<file path="src/rtl/gda_pkg.sv">
// shared types, constants and calendar functions of the date adder
// no dependencies; imported by the controller, datapath and top level
`default_nettype none

package gda_pkg;

    localparam int YEAR_W  = 14;
    localparam int MONTH_W = 4;
    localparam int DAY_W   = 5;
    localparam int ADD_W   = 14;
    localparam int TOTAL_W = 15;
    localparam int YLEN_W  = 9;
    localparam int REM_W   = 9;
    localparam int STEP_W  = 3;

    localparam int LEAP_CYCLE     = 400;
    localparam int CENTURY        = 100;
    localparam int YEAR_DAYS      = 365;
    localparam int LEAP_YEAR_DAYS = 366;
    localparam int FEB_LEAP_DAYS  = 29;
    localparam int MONTHS         = 12;
    localparam int FEBRUARY       = 2;
    // highest shift of the cycle length that still fits the year width
    localparam int MOD_STEPS_LAST = 5;

    localparam logic [DAY_W-1:0] MONTH_LEN [MONTHS] =
        '{5'd31, 5'd28, 5'd31, 5'd30, 5'd31, 5'd30,
          5'd31, 5'd31, 5'd30, 5'd31, 5'd30, 5'd31};

    // commands from the controller to the datapath
    typedef struct packed {
        logic load;
        logic mod_step;
        logic sum;
        logic year_step;
        logic month_step;
        logic out_load;
    } t_gda_cmd;

    // status from the datapath to the controller
    typedef struct packed {
        logic mod_last;
        logic year_done;
        logic month_done;
        logic out_free;
    } t_gda_sts;

    // leap test from the low year bits and the year modulo 400
    function automatic logic leap_of(input logic [1:0] y_lo, input logic [REM_W-1:0] r400);
        logic [REM_W-1:0] r;
        r = r400;
        if (r >= REM_W'(2 * CENTURY)) r = r - REM_W'(2 * CENTURY);
        if (r >= REM_W'(CENTURY))     r = r - REM_W'(CENTURY);
        return ((y_lo == 2'd0) && (r != '0)) || (r400 == '0);
    endfunction

    function automatic logic [YLEN_W-1:0] year_len(input logic leap);
        return leap ? YLEN_W'(LEAP_YEAR_DAYS) : YLEN_W'(YEAR_DAYS);
    endfunction

    // days in month m; months outside one to twelve count as zero
    function automatic logic [DAY_W-1:0] month_days(input logic [MONTH_W-1:0] m,
                                                    input logic leap);
        logic [DAY_W-1:0] d;
        if (m == '0 || m > MONTH_W'(MONTHS)) begin
            d = '0;
        end else if (m == MONTH_W'(FEBRUARY)) begin
            d = leap ? DAY_W'(FEB_LEAP_DAYS) : MONTH_LEN[1];
        end else begin
            d = MONTH_LEN[m - 4'd1];
        end
        return d;
    endfunction

    // days in the months before m, common year
    function automatic logic [YLEN_W-1:0] days_before(input logic [MONTH_W-1:0] m);
        logic [YLEN_W-1:0] d;
        unique case (m)
            4'd0, 4'd1: d = 9'd0;
            4'd2:       d = 9'd31;
            4'd3:       d = 9'd59;
            4'd4:       d = 9'd90;
            4'd5:       d = 9'd120;
            4'd6:       d = 9'd151;
            4'd7:       d = 9'd181;
            4'd8:       d = 9'd212;
            4'd9:       d = 9'd243;
            4'd10:      d = 9'd273;
            4'd11:      d = 9'd304;
            4'd12:      d = 9'd334;
            default:    d = 9'd365;
        endcase
        return d;
    endfunction

endpackage

`default_nettype wire

</file>
<file path="src/rtl/gregorian_date_add_days.sv">
// Gregorian date adder, top level.
// Slave stream s_* carries one request: start date and a day count.
// Master stream m_* returns the date that many days later, one result per request.
// A request is taken when s_tvalid and s_tready are high at a clock edge;
// s_tready is high only while no request is in work.
// Steps per request, in order: the load, 6 reduction steps of the year modulo 400,
// the day-of-year sum, the year walk removing whole years (at most 45), the month
// walk (at most 11 months), the year and month end checks and the output load.
// The year walk removes one year per cycle through a single subtractor.
// The output register parts both sides: a new request is taken while a finished
// result still waits; only the next result's load waits for the output to drain.
// A stalled result holds its value and valid until m_tready is high.
// Synchronous active-low reset returns the controller to idle and drops m_tvalid.
// Depends on gda_pkg, gda_ctrl and gda_dpath.
`default_nettype none

module gregorian_date_add_days
    import gda_pkg::*;
(
    input  wire logic        i_clk,
    input  wire logic        i_rst_n,
    input  wire logic        i_s_tvalid,
    output logic             o_s_tready,
    // start_year[13:0], start_month[17:14], start_day[22:18], days_to_add[36:23], zero pad
    input  wire logic [39:0] i_s_tdata,
    output logic             o_m_tvalid,
    input  wire logic        i_m_tready,
    // end_year[13:0], end_month[17:14], end_day[22:18], zero pad
    output logic [23:0]      o_m_tdata
);

    t_gda_cmd           cmd;
    t_gda_sts           sts;
    logic [YEAR_W-1:0]  end_year;
    logic [MONTH_W-1:0] end_month;
    logic [DAY_W-1:0]   end_day;

    gda_ctrl u_ctrl (
        .i_clk      (i_clk),
        .i_rst_n    (i_rst_n),
        .i_in_valid (i_s_tvalid),
        .o_in_ready (o_s_tready),
        .i_sts      (sts),
        .o_cmd      (cmd)
    );

    gda_dpath u_dpath (
        .i_clk         (i_clk),
        .i_rst_n       (i_rst_n),
        .i_cmd         (cmd),
        .o_sts         (sts),
        .i_start_year  (i_s_tdata[13:0]),
        .i_start_month (i_s_tdata[17:14]),
        .i_start_day   (i_s_tdata[22:18]),
        .i_days_to_add (i_s_tdata[36:23]),
        .i_out_ready   (i_m_tready),
        .o_out_valid   (o_m_tvalid),
        .o_end_year    (end_year),
        .o_end_month   (end_month),
        .o_end_day     (end_day)
    );

    // result packing, year in the lowest bits
    assign o_m_tdata = {1'b0, end_day, end_month, end_year};

endmodule

`default_nettype wire

</file>
<file path="src/rtl/gda_ctrl.sv">
// controller state machine of the date adder
// depends on gda_pkg for the command and status structs
`default_nettype none

module gda_ctrl
    import gda_pkg::*;
(
    input  wire logic     i_clk,
    input  wire logic     i_rst_n,
    input  wire logic     i_in_valid,
    output logic          o_in_ready,
    input  t_gda_sts      i_sts,
    output t_gda_cmd      o_cmd
);

    localparam logic [2:0] S_IDLE  = 3'd0;
    localparam logic [2:0] S_MOD   = 3'd1;
    localparam logic [2:0] S_SUM   = 3'd2;
    localparam logic [2:0] S_YEAR  = 3'd3;
    localparam logic [2:0] S_MONTH = 3'd4;
    localparam logic [2:0] S_FIN   = 3'd5;

    logic [2:0] r_state;
    logic [2:0] n_state;

    assign o_in_ready = (r_state == S_IDLE);

    // next state and commands
    always_comb begin
        n_state = r_state;
        o_cmd   = '0;
        unique case (r_state)
            S_IDLE: begin
                if (i_in_valid) begin
                    o_cmd.load = 1'b1;
                    n_state    = S_MOD;
                end
            end
            S_MOD: begin
                o_cmd.mod_step = 1'b1;
                if (i_sts.mod_last) n_state = S_SUM;
            end
            S_SUM: begin
                o_cmd.sum = 1'b1;
                n_state   = S_YEAR;
            end
            S_YEAR: begin
                if (i_sts.year_done) begin
                    n_state = S_MONTH;
                end else begin
                    o_cmd.year_step = 1'b1;
                end
            end
            S_MONTH: begin
                if (i_sts.month_done) begin
                    n_state = S_FIN;
                end else begin
                    o_cmd.month_step = 1'b1;
                end
            end
            S_FIN: begin
                if (i_sts.out_free) begin
                    o_cmd.out_load = 1'b1;
                    n_state        = S_IDLE;
                end
            end
            default: n_state = S_IDLE;
        endcase
    end

    // state register
    always_ff @(posedge i_clk) begin
        if (!i_rst_n) begin
            r_state <= S_IDLE;
        end else begin
            r_state <= n_state;
        end
    end

endmodule

`default_nettype wire

</file>
<file path="src/rtl/gda_dpath.sv">
// datapath of the date adder: year reduction, year and month walks, output register
// depends on gda_pkg for widths, command/status structs and calendar functions
`default_nettype none

module gda_dpath
    import gda_pkg::*;
(
    input  wire logic               i_clk,
    input  wire logic               i_rst_n,
    input  t_gda_cmd                i_cmd,
    output t_gda_sts                o_sts,
    input  wire logic [YEAR_W-1:0]  i_start_year,
    input  wire logic [MONTH_W-1:0] i_start_month,
    input  wire logic [DAY_W-1:0]   i_start_day,
    input  wire logic [ADD_W-1:0]   i_days_to_add,
    input  wire logic               i_out_ready,
    output logic                    o_out_valid,
    output logic [YEAR_W-1:0]       o_end_year,
    output logic [MONTH_W-1:0]      o_end_month,
    output logic [DAY_W-1:0]        o_end_day
);

    logic [YEAR_W-1:0]  r_year;
    logic [MONTH_W-1:0] r_month;
    logic [DAY_W-1:0]   r_day;
    logic [ADD_W-1:0]   r_add;
    logic [TOTAL_W-1:0] r_total;
    logic [YEAR_W-1:0]  r_rem;
    logic [STEP_W-1:0]  r_k;
    logic               r_out_valid;
    logic [YEAR_W-1:0]  r_out_year;
    logic [MONTH_W-1:0] r_out_month;
    logic [DAY_W-1:0]   r_out_day;

    logic               leap;
    logic [YLEN_W-1:0]  ylen;
    logic [DAY_W-1:0]   mdays;
    logic [YEAR_W-1:0]  mod_div;
    logic [REM_W-1:0]   rem_next;
    logic [TOTAL_W-1:0] doy;

    // leap flag of the current year, from the running remainder modulo 400
    assign leap    = leap_of(r_year[1:0], r_rem[REM_W-1:0]);
    assign ylen    = year_len(leap);
    assign mdays   = month_days(r_month, leap);
    assign mod_div = YEAR_W'(LEAP_CYCLE) << r_k;

    // day of year of the start date plus the day count
    assign doy = TOTAL_W'(days_before(r_month))
               + TOTAL_W'((r_month > MONTH_W'(FEBRUARY)) && leap)
               + TOTAL_W'(r_day) + TOTAL_W'(r_add);

    // remainder follows the year; the year wraps to zero at its top
    always_comb begin
        if (r_year == {YEAR_W{1'b1}} || r_rem[REM_W-1:0] == REM_W'(LEAP_CYCLE - 1)) begin
            rem_next = '0;
        end else begin
            rem_next = r_rem[REM_W-1:0] + REM_W'(1);
        end
    end

    assign o_sts.mod_last   = (r_k == '0);
    assign o_sts.year_done  = !(r_total > TOTAL_W'(ylen));
    assign o_sts.month_done = !((r_month < MONTH_W'(MONTHS)) && (r_total > TOTAL_W'(mdays)));
    assign o_sts.out_free   = !r_out_valid || i_out_ready;

    // working registers
    always_ff @(posedge i_clk) begin
        if (i_cmd.load) begin
            r_year  <= i_start_year;
            r_month <= i_start_month;
            r_day   <= i_start_day;
            r_add   <= i_days_to_add;
            r_rem   <= i_start_year;
            r_k     <= STEP_W'(MOD_STEPS_LAST);
        end
        // one restoring step of year modulo 400
        if (i_cmd.mod_step) begin
            if (r_rem >= mod_div) r_rem <= r_rem - mod_div;
            r_k <= r_k - STEP_W'(1);
        end
        if (i_cmd.sum) begin
            r_total <= doy;
            r_month <= MONTH_W'(1);
        end
        // drop one whole year
        if (i_cmd.year_step) begin
            r_total <= r_total - TOTAL_W'(ylen);
            r_year  <= r_year + YEAR_W'(1);
            r_rem   <= YEAR_W'(rem_next);
        end
        // drop one whole month
        if (i_cmd.month_step) begin
            r_total <= r_total - TOTAL_W'(mdays);
            r_month <= r_month + MONTH_W'(1);
        end
    end

    // output register
    always_ff @(posedge i_clk) begin
        if (i_cmd.out_load) begin
            r_out_year  <= r_year;
            r_out_month <= r_month;
            r_out_day   <= r_total[DAY_W-1:0];
        end
    end

    always_ff @(posedge i_clk) begin
        if (!i_rst_n) begin
            r_out_valid <= 1'b0;
        end else if (i_cmd.out_load) begin
            r_out_valid <= 1'b1;
        end else if (i_out_ready) begin
            r_out_valid <= 1'b0;
        end
    end

    assign o_out_valid = r_out_valid;
    assign o_end_year  = r_out_year;
    assign o_end_month = r_out_month;
    assign o_end_day   = r_out_day;

endmodule

`default_nettype wire

</file>
<file path="config.mk">
export PLATFORM = sky130hd
export DESIGN_NAME = gregorian_date_add_days
export DESIGN_NICKNAME = d
export VERILOG_FILES = /design/src/rtl/gda_pkg.sv /design/src/rtl/gregorian_date_add_days.sv /design/src/rtl/gda_ctrl.sv /design/src/rtl/gda_dpath.sv
export SDC_FILE = /design/constraint.sdc
export NUM_CORES = 1
export LEC_CHECK = 0
export CAP_MARGIN = 10
export CORE_MARGIN = 8
export CORE_UTILIZATION = 50
export DETAILED_ROUTE_END_ITERATION = 8
export DONT_BUFFER_PORTS = 1
export PLACE_DENSITY = 0.7
export SETUP_SLACK_MARGIN = 0.02
export SLEW_MARGIN = 20
export SYNTH_ARGS = -nofsm -noshare
export SYNTH_HDL_FRONTEND = slang
export SYNTH_HIERARCHICAL = 1
export SYNTH_SLANG_ARGS = --single-unit
</file>
<file path="constraint.sdc">
create_clock -name i_clk -period 14.4 [get_ports i_clk]
set_clock_uncertainty 0.15 [all_clocks]
set_input_delay 0 -clock i_clk [delete_from_list [all_inputs] [get_ports i_clk]]
set_output_delay 0 -clock i_clk [all_outputs]
set_load 0.01 [all_outputs]
</file>
==> flow_metrics.tcl, run 1 <==
set metrics [dict create \
    synthAdderAreaFrac_pct 12.22 \
    routed_wirelength_mm 15.66 \
    synth_area_sq_um 7044 \
    arrival_ns 6.78 \
    dp.cells 838 \
    gr-total-overflow 0 \
    synth_edf_count 81 \
    num_rows 43 \
    grt_pass1_vias 5128 \
    synth_top_family_by_area "compound AO/OA/AOI/OAI gates" \
    rsz0062_at_grt "no" \
    syn_nets 793 \
    required_ns 14.49 \
    numPortBuffers 0 \
    seqCellArea_sq_um 2913 \
    multi_input_area_sq_um 3877 \
    synth_top_area_share_pct 34.53 \
    cpPeakStageDelay_ns 0.88 \
    die_x_microns 134.7 \
    hold_path_depth 1 \
    cpMaxStageDelayCell "o41ai_1" \
    wl_per_cell_microns 17.48 \
    cp-start-kind "register" \
    fin_crit_ns 6.694 \
    dpl.hpwl_mm 11.30 \
    final_nets 819 \
    max_slew.worst_pin.slew_ns 0.9872 \
    min_from "i_s_tdata[36]" \
    synth.area.mux_share_pct 6.057 \
    path_cells "inv_1, ha_1, nor4bb_1, a41oi_1, o31ai_1, mux2i_1, a31o_2, a31oi_1, ha_1, nor2b_1, o2111ai_1, nand2_1, nor2_1, a31oi_1, o41ai_1, nor3_2, buf_4, nor3_1, clkinv_1, mux2i_1, inv_1, ha_1, mux4_2" \
    drt_iter0_drc 394 \
    critical_path.max_fanout 36 \
    p_leak_nw 2.912 \
    insertion_delay_ns 0.36 \
    ys.flop_type "edfxtp_1" \
    cp_common_cell "ha_1" \
    grt_max_degree 55 \
    floorplan.die_area_sq_um 18140 \
    rr_worst_depth 23 \
    ctsLongestPathBuffers 2 \
    slew_viol_final 0 \
    drc_errors 0 \
    yosys.area.top_type "edfxtp_1" \
    pwr_density_cell_nw_per_um2 132.5 \
    ys.warnings.count 6 \
    holdPathEnd "u_dpath/r_add[13]" \
    synth_simple_gate_area_share_pct 14.32 \
    synth-compound-area-share_pct 16.06 \
    synth-xor-area-share_pct 6.217 \
    io_pins 70 \
    setup_viol 0 \
    drt_pass1_iterations 5 \
    yosys-top-cells-area "edfxtp_1 35%, ha_1 9.9%, dfxtp_1 6.8%" \
    cts-root-buf "clkbuf_16" \
    cp_top_family "compound AO/OA/AOI/OAI gates" \
    core_area_sq_um 13830 \
    grt_pass1_wl_mm 25.75 \
    post_cts_buffers 0 \
    post-route-period-util_pct 46.49 \
    cts_made_buffers 9 \
    postSynth.asyncResetShare_pct 0 \
    synthCells 685 \
    h-tree-depth 3 \
    area_delta_synth_final_pct 11.85 \
    ys_types 83 \
    clock-sinks 105 \
    antenna_found_initial 0 \
    peakVddDrop_v 0.00008007 \
    outcome "finished, final reports clean" \
    cts.clk_slew.worst_paths_ns 0.08 \
    drive_above_1_share_pct 8.659 \
    hold_violations 0 \
    place.gp.congestion 0.8636 \
    path_class "register to register" \
    reg2reg_setup_slack_ns 7.71 \
    tns_ns 0 \
    antenna_left 0 \
    num_vias 5233 \
    die-height_microns 134.7 \
    path_buf_inv 4 \
    reg2reg_from "u_dpath/r_rem[0]" \
    max_cap_viol_count 0 \
    diodes 0 \
    max_freq_mhz 149.4 \
    cts_tree "built" \
    avgSynthCellArea_sq_um 10.28 \
    yosysSeqAreaShare_pct 41.35 \
    ys_ff_latch 105 \
    start_util_pct 50.95 \
    holdCritPathClass "input pin to register" \
    endpoint_kind "register" \
    max-slew-margin-rel_pct 33.33 \
    instances_no_fill 896 \
    fillers 1176 \
    vias_per_cell 5.840 \
    grt.total_usage_pct 17.62 \
]
## layer usage
metal	wire length (microns)	vias to the layer above	part of all wire [%]	GRT usage, %
met5	0	-	0	0
met4	359	0	2.3	6.987
met3	701	25	4.5	3.603
met2	7334	142	47	28.56
met1	7263	2479	46	22.51
li1	-	2587	-	-
## power breakdown
part / internal [mW] / switching [mW] / total [mW]
logic: 0.184 / 0.200 / 0.384
registers: 0.369 / 0.0495 / 0.419
clock network: 0.121 / 0.120 / 0.241
total: 0.674 / 0.370 / 1.04
## layout by cell type (no fill, tap or decap), types with 15 or more instances in the layout
master         Yosys  routed
nand3_1           15      15
dlygate4sd3_1      0      42
edfxtp_1          81      81
mux2_2            19      19
o21ai_0           34      34
a21oi_1           45      45
ha_1              56      56
xor2_1            20      20
xnor2_1           30      30
dfxtp_1           24      24
mux2i_1           19      19
nand2_1           41      41
inv_1             31      31
nor2_1            55      54
## cells by family (layout without fill, tap and decap cells)
kind of cell	after synthesis	after routing
simple gates	192	192
xor+xnor	50	50
compound gates	170	170
buf+inv	64	95
fa+ha+maj	64	64
flops	105	105
other cells	1	1
mux	39	39
## cell type report
class | count | share of cell area (%)
Clock inverter | 7 | 0.8099
Clock buffer | 9 | 2.859
Multi-Input combinational cell | 516 | 49.21
Timing Repair Buffer | 46 | 5.717
Tap cell | 180 | 2.859
Sequential cell | 105 | 36.97
Inverter | 33 | 1.572
## sequential cells by signal, summed over array words and instances, names as in the netlist, named ones only
name	flops
u_dpath/r_rem	14
u_dpath/r_year	14
u_ctrl/r_state	3
u_dpath/r_add	14
u_dpath/r_day	5
u_dpath/r_k	3
u_dpath/o_end_year	14
u_dpath/r_total	15
u_dpath/o_out_valid	1
u_dpath/o_end_month	4
u_dpath/r_month	4
u_dpath/o_end_day	5
## worst max path at each step
stage	from	to	cells after the start
5_1_grt	u_dpath/r_rem[0]	register	23
3_3_place_gp	u_dpath/r_rem[0]	register	23
3_5_place_dp	u_dpath/r_rem[0]	register	23
2_1_floorplan	u_dpath/r_rem[0]	register	23
4_1_cts	u_dpath/r_rem[0]	register	23
6_report	u_dpath/r_rem[0]	register	23
## cell usage after synthesis, drive strengths merged, types with 3 or more instances
cell    number
nor3b        5
o21ai       36
o21a         8
and3         6
buf          6
edfxtp      81
nor3        15
clkbuf      25
nor2        56
a21o         5
nand4        6
a21oi       46
mux2i       19
nand3       15
xnor2       30
a211oi      12
xor2        20
dfxtp       24
a22o         3
a22oi        4
o22ai        8
or2          3
o211ai       5
a31oi        4
nor2b       10
and4         3
o31ai        3
ha          56
inv         32
or3          4
fa           8
nand2b      14
nand2       41
o32ai        3
mux2        19
## stage by stage
step	setup slack (ns)	instance area [sq um]	util (%)	total power [mW]	hold WS (ns)
3_3_place_gp	8.142	7169	51.85	0.7739	-0.05105
3_5_place_dp	7.857	7169	51.85	0.7912	-0.05106
2_1_floorplan	9.002	7044	-	0.7174	-0.05113
4_1_cts	7.807	7879	56.98	1.044	0.09097
6_report	7.706	7879	56.98	1.044	0.1061
5_1_grt	7.234	7879	56.98	1.116	0.09574
## timing repair
action	in CTS	in global routing
resized for setup	0	0
hold buffers	42	0
endpoints found under the hold margin	55	0
endpoints found under the setup margin	0	0
(Power assumes the default switching activity.)
==> run 2, diff against run 1 <==
--- a/config.mk
+++ b/config.mk
@@ -5,6 +5,7 @@
 export SDC_FILE = /design/constraint.sdc
 export NUM_CORES = 1
 export LEC_CHECK = 0
+export ABC_AREA = 1
 export CAP_MARGIN = 10
 export CORE_MARGIN = 8
 export CORE_UTILIZATION = 50
==> constraint.sdc (replaced) <==
create_clock -name i_clk -period 6.3 [get_ports i_clk]
set_clock_uncertainty 0.15 [all_clocks]
set_input_delay 0 -clock i_clk [delete_from_list [all_inputs] [get_ports i_clk]]
set_output_delay 0 -clock i_clk [all_outputs]
set_load 0.01 [all_outputs]
==> run 2 against run 1 <==
Compared with the run above:
- non-clock buffer count decreased by 2
- critical path depth increased by 11
- die area increased by 5.7%
- routed wire length increased by 9.7%
- clock-buffer cell count increased by 1
- sequential share of layout area decreased by 2.0 points
- register-to-register slack got worse by 6.8 ns
- maximum frequency increased by 25%
- combinational power increased to 7.8 times the previous value
- area after synthesis increased by 6.4%
- cell count increased by 29%
- critical path type unchanged
- largest power group is now combinational logic
==> flow_metrics.tcl, run 2 <==
set metrics [dict create \
    outcome "finished, final reports clean" \
    drt_pass1_iterations 5 \
    ys_ff_latch 105 \
    grt_max_degree 44 \
    drc_errors 0 \
    cts.clk_slew.worst_paths_ns 0.08 \
    vias_per_cell 5.428 \
    grt.total_usage_pct 17.59 \
    placed_area_sq_um 7649 \
    cts-root-buf "clkbuf_16" \
    switchingPower_mw 2.441 \
    cp_top_family "simple AND/OR/NAND/NOR gates" \
    p_clk_share_pct 10.8 \
    antenna_left 0 \
    reg2reg_from "u_dpath/r_rem[3]" \
    floorplan.die_area_sq_um 19170 \
    post-route-util_pct 57.04 \
    holdCritPathClass "input pin to register" \
    cts_resized 0 \
    required_ns 6.46 \
    synthCells 930 \
    setup_slack_ns 0.9232 \
    cpMaxStageDelayCell "inv_1" \
    max_cap_viol_count 0 \
    hold_path_depth 2 \
    pwr_density_cell_nw_per_um2 592.1 \
    top_register "u_dpath/r_total" \
    dpl.hpwl_mm 12.49 \
    power_frac_seq_pct 28.4 \
    rsz0062_at_grt "no" \
    core_area_sq_um 14590 \
    antenna_found_initial 0 \
    synth_common_cells "211 x nand2_1, 95 x inv_1, 87 x nor2_1" \
    layout_commonest_cell "nand2_1" \
    final_nets 1071 \
    ys.flop_type "edfxtp_1" \
    crit_start "u_dpath/r_rem[3]" \
    num_vias 6253 \
    cp-start-kind "register" \
    ys.warnings.count 6 \
    final_area_sq_um 8322 \
    ys_types 58 \
    cts_made_buffers 9 \
    grt_pass1_wl_mm 28.10 \
    insertion_delay_ns 0.36 \
    h-tree-depth 3 \
    yosys-top-cells-area "edfxtp_1 32%, nand2_1 11%, ha_1 9.3%" \
    routed_wirelength_mm 17.18 \
    numPortBuffers 0 \
    reg2reg_setup_slack_ns 0.92 \
    die_x_microns 138.5 \
    place_ws_ns 0.9993 \
    cpPeakStageDelay_ns 0.59 \
    whs_ns 0.01341 \
    arrival_ns 5.53 \
    yosysMostFrequentCell "nand2_1" \
    clock-sinks 105 \
    final_cell_mix "211 x nand2_1, 95 x inv_1, 86 x nor2_1" \
    slew_viol_final 0 \
    max_freq_mhz 186.0 \
    rr_worst_depth 34 \
    max-slew-margin-rel_pct 35.51 \
    combPwrFrac_pct 60.8 \
    largest_register_ffs 15 \
    die-height_microns 138.5 \
    peakVddDrop_v 0.0003081 \
    drive_above_1_share_pct 7.438 \
    gr-total-overflow 0 \
    path_class "register to register" \
    yosys.area.top_type "edfxtp_1" \
    max_slew.worst_pin.slew_ns 0.9650 \
    start_util_pct 51.39 \
    drt_iter0_drc 497 \
    io_pins 70 \
    synth_edf_count 81 \
    postSynth.asyncResetShare_pct 0 \
    critical_path.max_fanout 19 \
    ctsLongestPathBuffers 2 \
    yosysSeqAreaShare_pct 38.85 \
    crit_cells 34 \
    wl_per_cell_microns 14.91 \
    fillers 1291 \
    avgSynthCellArea_sq_um 8.061 \
    fin_crit_ns 5.377 \
    path_buf_inv 7 \
    place.gp.congestion 0.8867 \
    grt_pass1_vias 5641 \
    intPower_mw 2.486 \
    p_leak_nw 3.608 \
    syn_nets 1038 \
    num_rows 44 \
    post-route-period-util_pct 85.35 \
    synth_area_sq_um 7497 \
    endpoint_kind "register" \
    hold_violations 0 \
    swShare_pct 49.54 \
    cts_tree "built" \
    tns_ns 0 \
    setup_viol 0 \
    synth_top_area_share_pct 32.44 \
    diodes 0 \
    area_delta_synth_final_pct 11.00 \
]
==> run 2: changes by cell type after synthesis, sizes merged, moves of 9 or more <==
cell / previous run / this run
mux2: 19 / 0
mux2i: 19 / 0
inv: 32 / 108
a211oi: 12 / 0
nand3: 15 / 70
nor2: 56 / 93
nand2b: 14 / 1
nand4: 6 / 15
clkbuf: 25 / 11
nor2b: 10 / 0
o21ai: 36 / 81
xnor2: 30 / 7
nand2: 41 / 219
==> run 2: layer usage <==
layer,GRT usage (%),routed length (microns),up-vias,part of all wire (%)
met5,0,0,-,0
met4,5.835,230,0,1.3
met3,3.562,1126,18,6.6
met2,27.07,7618,207,44
met1,24.07,8205,2816,48
li1,-,-,3212,-
==> run 2: power by group through the flow <==
stage               sequential (mW)  combinational (mW)  clock [mW]
floorplan                      1.30                2.42           0
global placement               1.41                2.89           0
detailed placement             1.41                2.92           0
CTS                            1.40                2.97       0.551
global route                   1.44                3.43       0.570
finish                         1.40                2.99       0.532
==> run 2: cell type report <==
cell class	count	area, sq um	area share, %
clock buffers	10	229.0	2.751
clock inverters	6	43.79	0.5262
inverters	110	421.7	5.067
multi-input cells	693	4054	48.71
flip-flops and latches	105	2913	35.00
well taps	184	230.2	2.767
repair buffers	44	430.4	5.172
==> run 2: worst register-to-register path: cells and delay by family, from the launching register on <==
kind                     cells  cell delay (ns)
adder cells (fa/ha/maj)      3             0.69
AO/OA/AOI/OAI                7             1.16
AND/OR/NAND/NOR             17             1.48
buffers and inverters        7             1.31
flip-flops                   1             0.54
==> run 2: cells by family after synthesis <==
group	Yosys count	share of synthesized area, %
XOR/XNOR	30	3.505
AO/OA/AOI/OAI	176	13.90
other	1	0.05002
AND/OR/NAND/NOR	422	24.97
adder cells (fa/ha/maj)	64	11.48
buffers and inverters	132	7.243
flip-flops	105	38.85
==> run 2: repair_timing <==
item                      in CTS  in global routing
setup buffers                  0                  0
hold buffers                  40                  0
hold endpoints to repair      61                  0
==> run 2: how the worst min path moves through the flow <==
stage	startpoint	end
6_report	i_s_tvalid	u_dpath/r_add[0]
5_1_grt	i_s_tvalid	u_dpath/r_add[0]
4_1_cts	i_s_tvalid	u_dpath/r_add[11]
3_5_place_dp	i_s_tdata[34]	u_dpath/r_add[11]
3_3_place_gp	i_s_tdata[34]	u_dpath/r_add[11]
2_1_floorplan	i_s_tdata[23]	u_dpath/r_add[0]
==> run 2: metrics by stage <==
step	total power, mW	cells
3_3_place_gp	4.299	1096
6_report	4.927	1152
5_1_grt	5.433	1152
2_1_floorplan	3.722	930
3_5_place_dp	4.332	1096
4_1_cts	4.922	1152
==> run 3, diff against run 2 <==
--- a/config.mk
+++ b/config.mk
@@ -7,6 +7,7 @@
 export LEC_CHECK = 0
 export ABC_AREA = 1
 export CAP_MARGIN = 10
+export CORE_ASPECT_RATIO = 1.1
 export CORE_MARGIN = 8
 export CORE_UTILIZATION = 50
 export DETAILED_ROUTE_END_ITERATION = 8
==> run 3 against run 2 <==
Compared with the run above:
- clock-buffer cell count is the same
- sequential power barely moved
- routed wire length fell by 0.13%
- register-to-register slack lost 0.08 ns
- core utilization shrank 1.0 points
- first-iteration DRC count fell by 30%
- power shrank 0.12%
==> flow_metrics.tcl, run 3 (synthesis results as in run 2) <==
set metrics [dict create \
    arrival_ns 5.60 \
    final_nets 1071 \
    holdCritPathClass "input pin to register" \
    outcome "finished, final reports clean" \
    power_frac_seq_pct 28.5 \
    cts.clk_slew.worst_paths_ns 0.07 \
    start_util_pct 50.39 \
    antenna_left 0 \
    floorplan.die_area_sq_um 19170 \
    max_cap_viol_count 0 \
    routed_wirelength_mm 17.16 \
    endpoint_kind "register" \
    critical_path.max_fanout 19 \
    final_cell_mix "211 x nand2_1, 95 x inv_1, 86 x nor2_1" \
    grt_pass1_wl_mm 28.86 \
    max_freq_mhz 183.3 \
    peakVddDrop_v 0.0003183 \
    core_area_sq_um 14880 \
    combPwrFrac_pct 60.9 \
    numPortBuffers 0 \
    num_rows 47 \
    wl_per_cell_microns 14.74 \
    setup_viol 0 \
    instances_no_fill 1164 \
    max_slew.worst_pin.slew_ns 0.9718 \
    drive_above_1_share_pct 7.335 \
    largest_register_ffs 15 \
    path_class "register to register" \
    io_pins 70 \
    post-route-period-util_pct 86.58 \
    cts_made_buffers 9 \
    die-height_microns 144.4 \
    rsz0062_at_grt "no" \
    place.gp.congestion 0.8955 \
    required_ns 6.45 \
    drt_pass1_iterations 5 \
    layout_commonest_cell "nand2_1" \
    gr-total-overflow 0 \
    cp_common_cell "nand2_1" \
    drc_errors 0 \
    pwr_density_cell_nw_per_um2 590.7 \
    insertion_delay_ns 0.35 \
    cp-start-kind "register" \
    diodes 0 \
    ctsLongestPathBuffers 2 \
    cpPeakStageDelay_ns 0.54 \
    h-tree-depth 3 \
    top_register "u_dpath/r_total" \
    slew_viol_final 0 \
    hold_violations 0 \
    grt_pass1_vias 6089 \
    fin_crit_ns 5.455 \
    post-route-util_pct 56.00 \
    dpl.hpwl_mm 12.86 \
    grt_max_degree 44 \
    p_leak_nw 3.613 \
    die_x_microns 132.8 \
    cts_tree "built" \
    cpMaxStageDelayCell "dfxtp_1" \
    intPower_mw 2.482 \
    swShare_pct 49.57 \
    clock-sinks 105 \
    num_vias 6260 \
    cts-root-buf "clkbuf_16" \
    area_delta_synth_final_pct 11.13 \
    tns_ns 0 \
    p_clk_share_pct 10.7 \
    max-slew-margin-rel_pct 35.06 \
    vias_per_cell 5.378 \
    antenna_found_initial 0 \
    switchingPower_mw 2.440 \
    drt_iter0_drc 348 \
    grt.total_usage_pct 18.47 \
    dp.cells 1108 \
    cts_resized 0 \
]
[run 3: critical path: cells and delay by family (launching register included)]
family / cells / cell delay, ns
AO/OA/AOI/OAI: 5 / 0.56
adder cells (fa/ha/maj): 3 / 0.67
buffers and inverters: 8 / 1.07
flip-flops: 1 / 0.54
AND/OR/NAND/NOR: 22 / 2.42
[run 3: cell type report]
class	instances	area, sq um
Clock buffer	10	229.0
Inverter	110	421.7
Tap cell	196	245.2
Multi-Input combinational cell	693	4054
Fill cell	1375	6546
Timing Repair Buffer	44	430.4
Clock inverter	6	38.79
Sequential cell	105	2913
[run 3: final timing paths]
kind / startpoint / end / slack [ns] / depth (start not counted)
worst max-delay path: u_dpath/r_rem[3] / register / 0.85 / 38
worst min-delay path: i_s_tvalid / u_dpath/r_day[1] / 0.002 / 2
worst max register to register: u_dpath/r_rem[3] / register / 0.85 / 38
worst min register to register: u_dpath/r_total[0] / u_dpath/o_end_day[0] / 0.30 / 0
[run 3: per-layer routing]
layer / vias to the layer above / track usage, % / share of wire, %
li1: 3201 / - / -
met5: - / 0 / 0
met3: 22 / 2.988 / 4.4
met2: 167 / 31.20 / 47
met1: 2870 / 23.62 / 47
met4: 0 / 6.280 / 1.7
[run 3: timing repair]
item | 4_1_cts | 5_1_grt
hold buffers | 40 | 0
buffers inserted | 0 | 0
hold endpoints to repair | 65 | 0
[run 3: power by group through the flow]
| stage | combinational [mW] | clock, mW | sequential, mW |
|---|---|---|---|
| floorplan | 2.42 | 0 | 1.30 |
| global placement | 2.88 | 0 | 1.41 |
| detailed placement | 2.93 | 0 | 1.41 |
| CTS | 2.98 | 0.539 | 1.40 |
| global route | 3.43 | 0.563 | 1.44 |
| finish | 3.00 | 0.524 | 1.40 |
[run 3: per-stage QoR]
| step | hold WS [ns] | setup WS [ns] | power [mW] | instance area (sq um) |
|---|---|---|---|---|
| 3_3_place_gp | -0.05106 | 1.022 | 4.284 | 7664 |
| 4_1_cts | 0.002011 | 0.8751 | 4.919 | 8332 |
| 6_report | 0.001989 | 0.8454 | 4.921 | 8332 |
| 3_5_place_dp | -0.05106 | 0.9624 | 4.341 | 7664 |
| 5_1_grt | 0.03191 | 0.1410 | 5.430 | 8332 |
| 2_1_floorplan | -0.05113 | 1.939 | 3.722 | 7497 |
